`config.mk`:
```
export PLATFORM = sky130hd
export DESIGN_NAME = otp_awb_gain_calibration_core
export DESIGN_NICKNAME = d
export VERILOG_FILES = /design/src/rtl/core/oagc_pkg.sv /design/src/rtl/core/otp_awb_gain_calibration_core.sv
export SDC_FILE = /design/constraint.sdc
export NUM_CORES = 2
export LEC_CHECK = 0
export ABC_CLOCK_PERIOD_IN_PS = 20600
export BUFFER_PORTS_ARGS = -buffer_cell sky130_fd_sc_hd__buf_2
export CORE_MARGIN = 2
export CORE_UTILIZATION = 42
export DETAILED_ROUTE_END_ITERATION = 7
export GPL_TIMING_DRIVEN = 1
export SYNTH_ARGS = -nofsm -noshare
export SYNTH_HDL_FRONTEND = slang
export SYNTH_SLANG_ARGS = --single-unit
```
`constraint.sdc`:
```
create_clock -name i_clk -period 20.6 [get_ports i_clk]
set_input_delay 4.12 -clock i_clk [delete_from_list [all_inputs] [get_ports i_clk]]
set_output_delay 4.12 -clock i_clk [all_outputs]
set_load 0.01 [all_outputs]
```
`src/rtl/core/oagc_pkg.sv`:
```
// ----------------------------------------------------------------------------
// OTP white balance gain calibration package
// Widths, reset values, register indexes and the restoring-division step
// shared by the calibration pipeline.
// ----------------------------------------------------------------------------
package oagc_pkg;

    // Field widths.
    localparam int RATIO_W  = 8;
    localparam int GAIN_W   = 16;
    localparam int UNITY_SH = 7;                   // 128 = 1 << 7
    localparam int RAW_W    = RATIO_W + UNITY_SH;  // 128 * golden fits in 15 bits
    localparam int NUM2_W   = RAW_W + UNITY_SH;    // 128 * raw gain fits in 22 bits
    localparam int DEN_W    = RATIO_W;             // both divisors are at most 8 bits

    // Stream and configuration port widths.
    localparam int S_TDATA_W = 2 * RATIO_W;
    localparam int M_TDATA_W = 3 * GAIN_W;
    localparam int CFG_IDX_W = 1;

    // Constants.
    localparam logic [RATIO_W-1:0] GOLDEN_RG_RESET = 8'h90;
    localparam logic [RATIO_W-1:0] GOLDEN_BG_RESET = 8'h95;
    localparam logic [GAIN_W-1:0]  UNITY_GAIN      = 16'd128;
    localparam logic [NUM2_W-1:0]  GREEN_NUM       = 22'd16384; // 128 * 128
    localparam logic [RAW_W-1:0]   GREEN_RAW       = 15'd128;

    // Configuration register indexes.
    localparam logic [CFG_IDX_W-1:0] CFG_GOLDEN_RG = 1'b0;
    localparam logic [CFG_IDX_W-1:0] CFG_GOLDEN_BG = 1'b1;

    // Item state while the raw red and blue gains are divided out.
    typedef struct packed {
        logic [RAW_W-1:0] q_r;
        logic [RAW_W-1:0] q_b;
        logic [DEN_W-1:0] rem_r;
        logic [DEN_W-1:0] rem_b;
        logic [DEN_W-1:0] den_r;
        logic [DEN_W-1:0] den_b;
        logic             zero;
        logic             wb;
    } t_div1;

    // Item state while the gains are normalised against the base.
    typedef struct packed {
        logic [NUM2_W-1:0] q_r;
        logic [NUM2_W-1:0] q_g;
        logic [NUM2_W-1:0] q_b;
        logic [DEN_W-1:0]  rem_r;
        logic [DEN_W-1:0]  rem_g;
        logic [DEN_W-1:0]  rem_b;
        logic [DEN_W-1:0]  base;
        logic              zero;
        logic              wb;
    } t_div2;

    // One restoring-division step: returns the new remainder and the quotient bit.
    function automatic logic [DEN_W:0] f_div_step(
        input logic [DEN_W-1:0] rem,
        input logic             din,
        input logic [DEN_W-1:0] den
    );
        logic [DEN_W:0] trial;
        logic [DEN_W:0] diff;
        trial = {rem, din};
        diff  = trial - {1'b0, den};
        if (trial >= {1'b0, den}) begin
            f_div_step = {diff[DEN_W-1:0], 1'b1};
        end else begin
            f_div_step = {trial[DEN_W-1:0], 1'b0};
        end
    endfunction

    // One quotient bit of both raw gain divisions.
    function automatic t_div1 f_div1_step(input t_div1 s);
        t_div1          res;
        logic [DEN_W:0] st_r;
        logic [DEN_W:0] st_b;
        res       = s;
        st_r      = f_div_step(s.rem_r, s.q_r[RAW_W-1], s.den_r);
        st_b      = f_div_step(s.rem_b, s.q_b[RAW_W-1], s.den_b);
        res.rem_r = st_r[DEN_W:1];
        res.rem_b = st_b[DEN_W:1];
        res.q_r   = {s.q_r[RAW_W-2:0], st_r[0]};
        res.q_b   = {s.q_b[RAW_W-2:0], st_b[0]};
        f_div1_step = res;
    endfunction

    // One quotient bit of the three normalising divisions.
    function automatic t_div2 f_div2_step(input t_div2 s);
        t_div2          res;
        logic [DEN_W:0] st_r;
        logic [DEN_W:0] st_g;
        logic [DEN_W:0] st_b;
        res       = s;
        st_r      = f_div_step(s.rem_r, s.q_r[NUM2_W-1], s.base);
        st_g      = f_div_step(s.rem_g, s.q_g[NUM2_W-1], s.base);
        st_b      = f_div_step(s.rem_b, s.q_b[NUM2_W-1], s.base);
        res.rem_r = st_r[DEN_W:1];
        res.rem_g = st_g[DEN_W:1];
        res.rem_b = st_b[DEN_W:1];
        res.q_r   = {s.q_r[NUM2_W-2:0], st_r[0]};
        res.q_g   = {s.q_g[NUM2_W-2:0], st_g[0]};
        res.q_b   = {s.q_b[NUM2_W-2:0], st_b[0]};
        f_div2_step = res;
    endfunction

endpackage

```
`src/rtl/core/otp_awb_gain_calibration_core.sv`:
```
// ----------------------------------------------------------------------------
// OTP white balance gain calibration core
// Turns measured R/G and B/G ratio bytes into normalised R, G and B gains.
// ----------------------------------------------------------------------------
// Usage:
//   Input stream: tdata carries measured_rg (bits 7:0) and measured_bg
//   (bits 15:8); tuser carries wb_valid. Output stream: tdata carries
//   red_gain, green_gain and blue_gain, 16 bits each from the lowest bits
//   up; tuser carries apply_gains. One result leaves for every request taken.
//   The configuration channel writes the golden R/G ratio (index 0) and the
//   golden B/G ratio (index 1); it is always ready. The user writes it only
//   while the core is idle; the core itself does not enforce this.
//   The pipeline has 16 stages for the 15-bit raw gain division (an entry
//   stage, then one bit per stage), 23 stages of base selection and the
//   22-bit normalising division, and one output register. It takes one
//   request per cycle while the output is not stalled.
//   When the receiver stalls, valid items close up behind the output
//   register; the input stays ready until every stage holds an item.
//   Synchronous reset empties the pipeline and restores the golden ratios to
//   144 and 149.
// ----------------------------------------------------------------------------
module otp_awb_gain_calibration_core (
    input  logic                              i_clk,
    input  logic                              i_rst_n,
    // Configuration write channel.
    input  logic                              i_cfg_valid,
    output logic                              o_cfg_ready,
    input  logic [oagc_pkg::CFG_IDX_W-1:0]    i_cfg_index,
    input  logic [oagc_pkg::RATIO_W-1:0]      i_cfg_data,
    // Request stream.
    input  logic                              i_s_axis_tvalid,
    output logic                              o_s_axis_tready,
    input  logic [oagc_pkg::S_TDATA_W-1:0]    i_s_axis_tdata,  // measured_rg, measured_bg
    input  logic                              i_s_axis_tuser,  // wb_valid
    // Result stream.
    output logic                              o_m_axis_tvalid,
    input  logic                              i_m_axis_tready,
    output logic [oagc_pkg::M_TDATA_W-1:0]    o_m_axis_tdata,  // red, green, blue gain
    output logic                              o_m_axis_tuser   // apply_gains
);
    import oagc_pkg::*;

    localparam int D2_FIRST = RAW_W + 1;
    localparam int OUT_IDX  = D2_FIRST + NUM2_W + 1;
    localparam int NSTAGES  = OUT_IDX + 1;

    logic [RATIO_W-1:0] r_golden_rg;
    logic [RATIO_W-1:0] r_golden_bg;

    logic [NSTAGES-1:0] r_vld;
    logic [NSTAGES:0]   w_rdy;
    logic [NSTAGES-1:0] w_vin;

    t_div1 r_d1 [0:RAW_W];
    t_div1 n_d1 [0:RAW_W];
    t_div2 r_d2 [0:NUM2_W];
    t_div2 n_d2 [0:NUM2_W];

    logic [M_TDATA_W-1:0] r_out_data;
    logic [M_TDATA_W-1:0] n_out_data;
    logic                 r_out_apply;
    logic                 n_out_apply;

    logic [RATIO_W-1:0] w_mrg;
    logic [RATIO_W-1:0] w_mbg;
    logic [RAW_W-1:0]   w_min_rb;
    logic [RAW_W-1:0]   w_base;

    // Configuration registers.
    assign o_cfg_ready = 1'b1;

    always_ff @(posedge i_clk) begin
        if (!i_rst_n) begin
            r_golden_rg <= GOLDEN_RG_RESET;
            r_golden_bg <= GOLDEN_BG_RESET;
        end else if (i_cfg_valid) begin
            unique case (i_cfg_index)
                CFG_GOLDEN_RG: r_golden_rg <= i_cfg_data;
                CFG_GOLDEN_BG: r_golden_bg <= i_cfg_data;
            endcase
        end
    end

    // Each stage takes a new item when it is empty or its item moves on.
    assign w_rdy[NSTAGES] = i_m_axis_tready;
    assign w_vin[0]       = i_s_axis_tvalid;

    genvar k;
    generate
        for (k = 0; k < NSTAGES; k++) begin : g_ctrl
            assign w_rdy[k] = !r_vld[k] || w_rdy[k+1];
            if (k > 0) begin : g_vin
                assign w_vin[k] = r_vld[k-1];
            end
            always_ff @(posedge i_clk) begin
                if (!i_rst_n) begin
                    r_vld[k] <= 1'b0;
                end else if (w_rdy[k]) begin
                    r_vld[k] <= w_vin[k];
                end
            end
        end
    endgenerate

    assign o_s_axis_tready = w_rdy[0];

    // Entry stage: numerators 128 * golden, divisors the measured ratios.
    assign w_mrg = i_s_axis_tdata[RATIO_W-1:0];
    assign w_mbg = i_s_axis_tdata[S_TDATA_W-1:RATIO_W];

    always_comb begin
        n_d1[0].q_r   = {r_golden_rg, {UNITY_SH{1'b0}}};
        n_d1[0].q_b   = {r_golden_bg, {UNITY_SH{1'b0}}};
        n_d1[0].rem_r = '0;
        n_d1[0].rem_b = '0;
        n_d1[0].den_r = w_mrg;
        n_d1[0].den_b = w_mbg;
        n_d1[0].zero  = (w_mrg == '0) || (w_mbg == '0);
        n_d1[0].wb    = i_s_axis_tuser;
    end

    // Raw gain division, one quotient bit per stage.
    generate
        for (k = 0; k <= RAW_W; k++) begin : g_d1
            if (k > 0) begin : g_step
                assign n_d1[k] = f_div1_step(r_d1[k-1]);
            end
            always_ff @(posedge i_clk) begin
                if (w_rdy[k]) begin
                    r_d1[k] <= n_d1[k];
                end
            end
        end
    endgenerate

    // Base selection: the smallest of the raw red, blue and fixed green gains.
    assign w_min_rb = (r_d1[RAW_W].q_r < r_d1[RAW_W].q_b) ? r_d1[RAW_W].q_r
                                                          : r_d1[RAW_W].q_b;
    assign w_base   = (w_min_rb < GREEN_RAW) ? w_min_rb : GREEN_RAW;

    always_comb begin
        n_d2[0].q_r   = {r_d1[RAW_W].q_r, {UNITY_SH{1'b0}}};
        n_d2[0].q_g   = GREEN_NUM;
        n_d2[0].q_b   = {r_d1[RAW_W].q_b, {UNITY_SH{1'b0}}};
        n_d2[0].rem_r = '0;
        n_d2[0].rem_g = '0;
        n_d2[0].rem_b = '0;
        n_d2[0].base  = w_base[DEN_W-1:0];
        n_d2[0].zero  = r_d1[RAW_W].zero || (w_base == '0);
        n_d2[0].wb    = r_d1[RAW_W].wb;
    end

    // Normalising division against the base, one quotient bit per stage.
    generate
        for (k = 0; k <= NUM2_W; k++) begin : g_d2
            if (k > 0) begin : g_step
                assign n_d2[k] = f_div2_step(r_d2[k-1]);
            end
            always_ff @(posedge i_clk) begin
                if (w_rdy[D2_FIRST + k]) begin
                    r_d2[k] <= n_d2[k];
                end
            end
        end
    endgenerate

    // Output register: unity gains when a ratio or the base is zero.
    always_comb begin
        if (r_d2[NUM2_W].zero) begin
            n_out_data  = {UNITY_GAIN, UNITY_GAIN, UNITY_GAIN};
            n_out_apply = 1'b0;
        end else begin
            n_out_data  = {r_d2[NUM2_W].q_b[GAIN_W-1:0],
                           r_d2[NUM2_W].q_g[GAIN_W-1:0],
                           r_d2[NUM2_W].q_r[GAIN_W-1:0]};
            n_out_apply = r_d2[NUM2_W].wb;
        end
    end

    always_ff @(posedge i_clk) begin
        if (w_rdy[OUT_IDX]) begin
            r_out_data  <= n_out_data;
            r_out_apply <= n_out_apply;
        end
    end

    assign o_m_axis_tvalid = r_vld[OUT_IDX];
    assign o_m_axis_tdata  = r_out_data;
    assign o_m_axis_tuser  = r_out_apply;

    // The input only stalls once every stage holds an item.
    a_stall_only_when_full: assert property (@(posedge i_clk) disable iff (!i_rst_n)
        !o_s_axis_tready |-> (&r_vld))
        else $error("input stalled while the pipeline had a free stage");

    // The gain that served as base always normalises to unity.
    a_base_is_unity: assert property (@(posedge i_clk) disable iff (!i_rst_n)
        o_m_axis_tvalid |-> (o_m_axis_tdata[GAIN_W-1:0] == UNITY_GAIN)
                         || (o_m_axis_tdata[2*GAIN_W-1:GAIN_W] == UNITY_GAIN)
                         || (o_m_axis_tdata[3*GAIN_W-1:2*GAIN_W] == UNITY_GAIN))
        else $error("no normalised gain equals unity");

    // Green is 16384 over a base of at most 128, so it stays within these bounds.
    a_green_range: assert property (@(posedge i_clk) disable iff (!i_rst_n)
        o_m_axis_tvalid |-> (o_m_axis_tdata[2*GAIN_W-1:GAIN_W] >= UNITY_GAIN)
                         && (o_m_axis_tdata[2*GAIN_W-1:GAIN_W] <= GREEN_NUM[GAIN_W-1:0]))
        else $error("green gain out of range");

endmodule

```
Yosys cells after proc, flatten, opt, wreduce, memory -nomap -nowiden
Memory sizes are Yosys's and may differ from the RTL's.
Index checks and enable logic that the tools add are counted.
W data, S select, Z words.
{ "op_classes": {"n_bitwise": 1, "n_reduce_logical": 87, "magnitude_cmp": 98, "addsub": 96, "n_mux": 176} }
{ "ops": {"columns": ["cell", "count"], "rows": [
  ["$ge A9 B8 Y1", 96],
  ["$mux W9", 96],
  ["$sub A8 B8 Y8", 96],
  ["$mux W1", 78],
  ["$logic_or A1 B1 Y1", 42],
  ["$logic_not A1 Y1", 40],
  ["$mux W15", 2],
  ["$logic_not A8 Y1", 2],
  ["$logic_not A15 Y1", 1],
  ["$lt A15 B15 Y1", 1],
  ["$lt A15 B8 Y1 const B", 1],
  ["$reduce_and A2 Y1", 2],
  ["$not A1 Y1", 1]
]} }
{ "totals": {"word_cells": 504, "reg_bits": 105, "n_memories": 2, "ram_bits": 3324} }
{ "mem_list": {"columns": ["memory", "depth", "word_bits", "read_ports", "rd_ports_with_merged_regs", "write_ports", "line_no", "text"], "rows": [
  ["r_d2", 23, 100, 23, 0, 23, "otp_awb_gain_calibration_core.sv:56", "t_div2 r_d2 [0:NUM2_W];"],
  ["r_d1", 16, 64, 16, 0, 16, "otp_awb_gain_calibration_core.sv:54", "t_div1 r_d1 [0:RAW_W];"]
]} }

Longest topological paths before layout
{ "logic_depth": {"depth_word": 43, "depth_mapped": 9} }

Worst setup path after synthesis
Ideal clock, no wire load.
{ "synth_path": {"kind": "input -> output", "from": "in i_m_axis_tready", "to": "out o_s_axis_tready", "t_arrival_ps": 8225, "path_slack_ps": 8255, "required_ps": 16480, "path_stages": 6, "path_cell_list": "nor2b_4 -> inv_1 -> nor3_4 -> nand4_2 -> nor4_2 -> nand4_1"} }
{ "synth_via": {"elab_chain_len": 40} }
{ "synth_rtl": {"columns": ["item", "line_no", "text"], "rows": [
  ["start, declared", "otp_awb_gain_calibration_core.sv:37", "input logic i_m_axis_tready,"],
  ["$logic_or A1 B1 Y1", "otp_awb_gain_calibration_core.sv:91", "assign w_rdy[k] = !r_vld[k] || w_rdy[k+1];"],
  ["net w_rdy[39]", "otp_awb_gain_calibration_core.sv:51", "logic [NSTAGES:0] w_rdy;"],
  ["$logic_or A1 B1 Y1 (20 in series)", "otp_awb_gain_calibration_core.sv:91", null],
  ["net w_rdy[19]", "otp_awb_gain_calibration_core.sv:51", null],
  ["$logic_or A1 B1 Y1 (19 in series)", "otp_awb_gain_calibration_core.sv:91", null],
  ["end, declared", "otp_awb_gain_calibration_core.sv:32", "output logic o_s_axis_tready,"]
]} }
The timed path passes the listed nets, and every way through them passes these cells.

Worst setup path in the final report
Same ends and word-level chain as after synthesis.

==> impl_results.md <==
- Status: complete, no violations
- Floorplan core area: 265000 um2
- Placed cells: about 12000
- Buffers on Ports: 81
- Final worst-path cycle share: 0.548
- Root buf cell: clkbuf_16
- Mux share of post-synthesis cell area: 0.0618
- Worst skew pair latency: 0.90 ns
- Nets in the synthesized netlist: 8751
- Power Density: 172 nW/um2
- Most used flip-flop cell after synthesis: edfxtp_1
- Synth Area in Compound Gates: 0.120
- CP max stage delay: 0.68 ns
- CTS resizes: 0
- Least-Margin Pin Slew: 1.25 ns
- Cell with the most instances after synthesis: edfxtp_1
- WP data required: approximately 16 ns
- Layout cell share with drive strength beyond 1: 0.146
- Fmax: 0.0886 GHz
- Clk_skew: between 0.08 and 0.09 ns
- Critical path endpoint category: output port
- Initial antenna violation count: 1
- Setup_tns: 0 ns
- First-pass GRT wire length: 345000 um
- Die width: approximately 520 um
- Number of synthesized register bits: 2287
- Vias in the first global route: 64478
- Antenna Nets Post-Route: 0
- CTS tree: done
- Initial Utilization: 0.421
- Int Power: about 14000 uW
- Layout area overhead: 11.7%
- Minimum clock period: 11.29 ns
- CP arrival: approximately 7 ns
- Ys Warns: 0
- Iteration-0 DRC Markers: 3664
- Clock share of power: 0.201
- CP max FO: just over 50
- Yosys top cell area share: 0.600
- Post-synthesis cell area: between 100000 and 150000 um2
- Largest delay contributor family on the critical path: buffers and inverters
- Finished Layout Cells: 11950
- Routability cong.: roughly 0.87
- Bufs and invs on worst path: 6
- Critical path class: in2out
- Count of cell types in the netlist: 57
- Synth Area in Adders: 0.0989
- Power share of the sequential group: 0.380
- Total Routing Usage GR: 0.157
- Pins Over Slew Limit: 0
- Largest family of logic cells by synthesized area: compound AO/OA/AOI/OAI gates
- Clock transition at path regs: 0.06 ns
- DRC viols: 0
- Max Cap Viol: 0
- Combinational share of power: 0.419
- Top cells by count, synth: edfxtp_1 (2231), ha_1 (745), nor2_1 (660)
- Cells after Synth: 7889
- Synthesized area per cell: 14.1 um2
- CTS max path bufs: 4
- # Post-CTS Setup Buffers: 0
- Final hold violations: 0
- Post-Synth Simple-Gate Area: 0.0798
- Max transition margin: 0.161
- Vias post-DR: 63579
- I/O Pins: slightly above 80
- Critical path, cell by cell: buf_2, nor2b_4, inv_2, nor3_4, nand4_4, buf_4, nor4_4, buf_4, nand4_1, buf_4, buf_2
- Hold_buf cts: 0
- Max IR drop VDD: 0.0967 mV
- NumNets Final: 9086
- Max H-tree Level: 4
- Unrepaired setup endpoints after global routing: false
- Final HPWL DP: 160000 um
- WL/cell: 18.1 um
- Setup crit start kind: input port
- P_leak: 0.0484 uW
- Pin count of the biggest net entering global routing: 74
- Crit-path slowest cell: nor3_4
- Top post-synthesis cells by area: edfxtp_1 (60%), ha_1 (8.4%), mux2_2 (4.3%), o21a_1 (2.4%), nor2_1 (2.2%)
- Async S/R FF share, synth: 0
- Die ar.: 270000 um2
- Net switching power: 7340 uW
- XOR/XNOR share of the synthesized area: 0.00698
- DRT Wirelength: approximately 220000 um
- Hold/Removal Path Class: reg2reg
- Num rows: 189
- Number of synthesized flops with an enable pin: around 2200
- CTS Sinks: ~2300
- GR Overflow Total: 0
- Post-synth top area cell: edfxtp_1
- Vias per Instance: 5.32
- Total clock buffers created by CTS: 236
- Crit-path most repeated cell: buf_4
- Die Ht: 520 um
- Switching part of the total: 0.343
- DR pass1 iterations: 6
- Setup violators final: 0
- Seq/Total Area, Yosys: 0.610
kinds of logic after synthesis:
logic type / count (synthesis)
flip-flops: 2287
AND/OR/NAND/NOR: 1716
AO/OA/AOI/OAI: 1666
adder cells (fa/ha/maj): 831
buffers and inverters: 663
multiplexers: 636
XOR/XNOR: 89
other: 1
flip-flops by register name (all words and copies together) (netlist names):
| name | cells |
|---|---|
| r_vld | 39 |
| r_golden_bg | 8 |
| o_m_axis_tdata | 48 |
| o_m_axis_tvalid | 1 |
| r_d1 | 808 |
| o_m_axis_tuser | 1 |
| r_golden_rg | 8 |
| r_d2 | 1374 |
routing by layer:
layer / share of wire / global-route usage / up-vias
met3: 0.035 / 0.0206 / 380
met4: 0.028 / 0.0484 / 0
li1: - / - / 31099
met2: 0.51 / 0.284 / 1069
met5: 0 / 0 / -
met1: 0.43 / 0.195 / 31031
final cells by class:
type                       count  area, um2
antenna                        1       2.50
clock buffer                 282       6140
clock inverter               148       1740
fill                       22891     140000
inverter                     640       2400
multi-input combinational   4939      41100
sequential                  2287      68100
tap                         3533       4420
timing repair buffer         120        698
metrics by stage:
| stage | setup WS (ns) | hold WS [ns] | utilization | power [uW] | cell area (um2) |
|---|---|---|---|---|---|
| floorplan | 8.26 | 0.400 | - | 14900 | 112000 |
| finish | 9.31 | 0.361 | 0.471 | 21400 | 125000 |
| detailed placement | 9.26 | 0.405 | 0.441 | 17200 | 117000 |
| CTS | 9.24 | 0.337 | 0.471 | 21600 | 125000 |
| global route | 9.02 | 0.353 | 0.471 | 22900 | 125000 |
| global placement | 9.27 | 0.400 | 0.441 | 16900 | 117000 |
worst reg2reg max path, delay by kind of cell, from the launching register on:
kind	cells	cell delay, ns
buffers and inverters	3	1.23
and+or+nand+nor	5	2.28
DFF	1	0.32
cell usage in the layout, fill, tap and decap left out, types with 17 or more instances in the layout:
| cell type | count |
|---|---|
| nor3_1 | 122 |
| bufinv_16 | 31 |
| xnor2_1 | 87 |
| or4b_2 | 72 |
| buf_2 | 81 |
| clkbuf_16 | 236 |
| nand2_1 | 89 |
| o311a_1 | 73 |
| or2_2 | 89 |
| o21a_1 | 361 |
| mux2i_1 | 209 |
| fa_1 | 86 |
| edfxtp_1 | 2231 |
| o41ai_4 | 85 |
| nor2_1 | 660 |
| mux2_2 | 425 |
| o31a_1 | 243 |
| a21boi_0 | 17 |
| o21ai_0 | 359 |
| a21oi_1 | 208 |
| or4_1 | 18 |
| buf_4 | 39 |
| clkinv_2 | 44 |
| inv_1 | 630 |
| dfxtp_1 | 56 |
| ha_1 | 745 |
| nand4_1 | 141 |
| a21o_1 | 74 |
| nor2b_1 | 291 |
| a211oi_1 | 92 |
| clkbuf_1 | 40 |
| nand3_1 | 146 |
| clkinv_1 | 43 |
| o31ai_1 | 88 |
final timing paths:
kind / start / end / slack [ns] / cells past startpoint
min reg2reg: r_d1[1][360] / r_d1[1][425] / 0.36 / 0
max: i_m_axis_tready / o_s_axis_tready / 9.31 / 11
max reg2reg: o_m_axis_tvalid / r_d1[1][360] / 16.44 / 8
min: r_d1[1][360] / r_d1[1][425] / 0.36 / 0
power by group through the flow:
stage          combinational [uW]  clock, uW  sequential [uW]
3_3_place_gp                 8650          0             8240
3_5_place_dp                 8900          0             8270
6_report                     8980       4300             8150
2_1_floorplan                7060          0             7800
4_1_cts                      8980       4420             8190
5_1_grt                      9960       4610             8300
No activity file was read; power rests on OpenSTA's default activity.
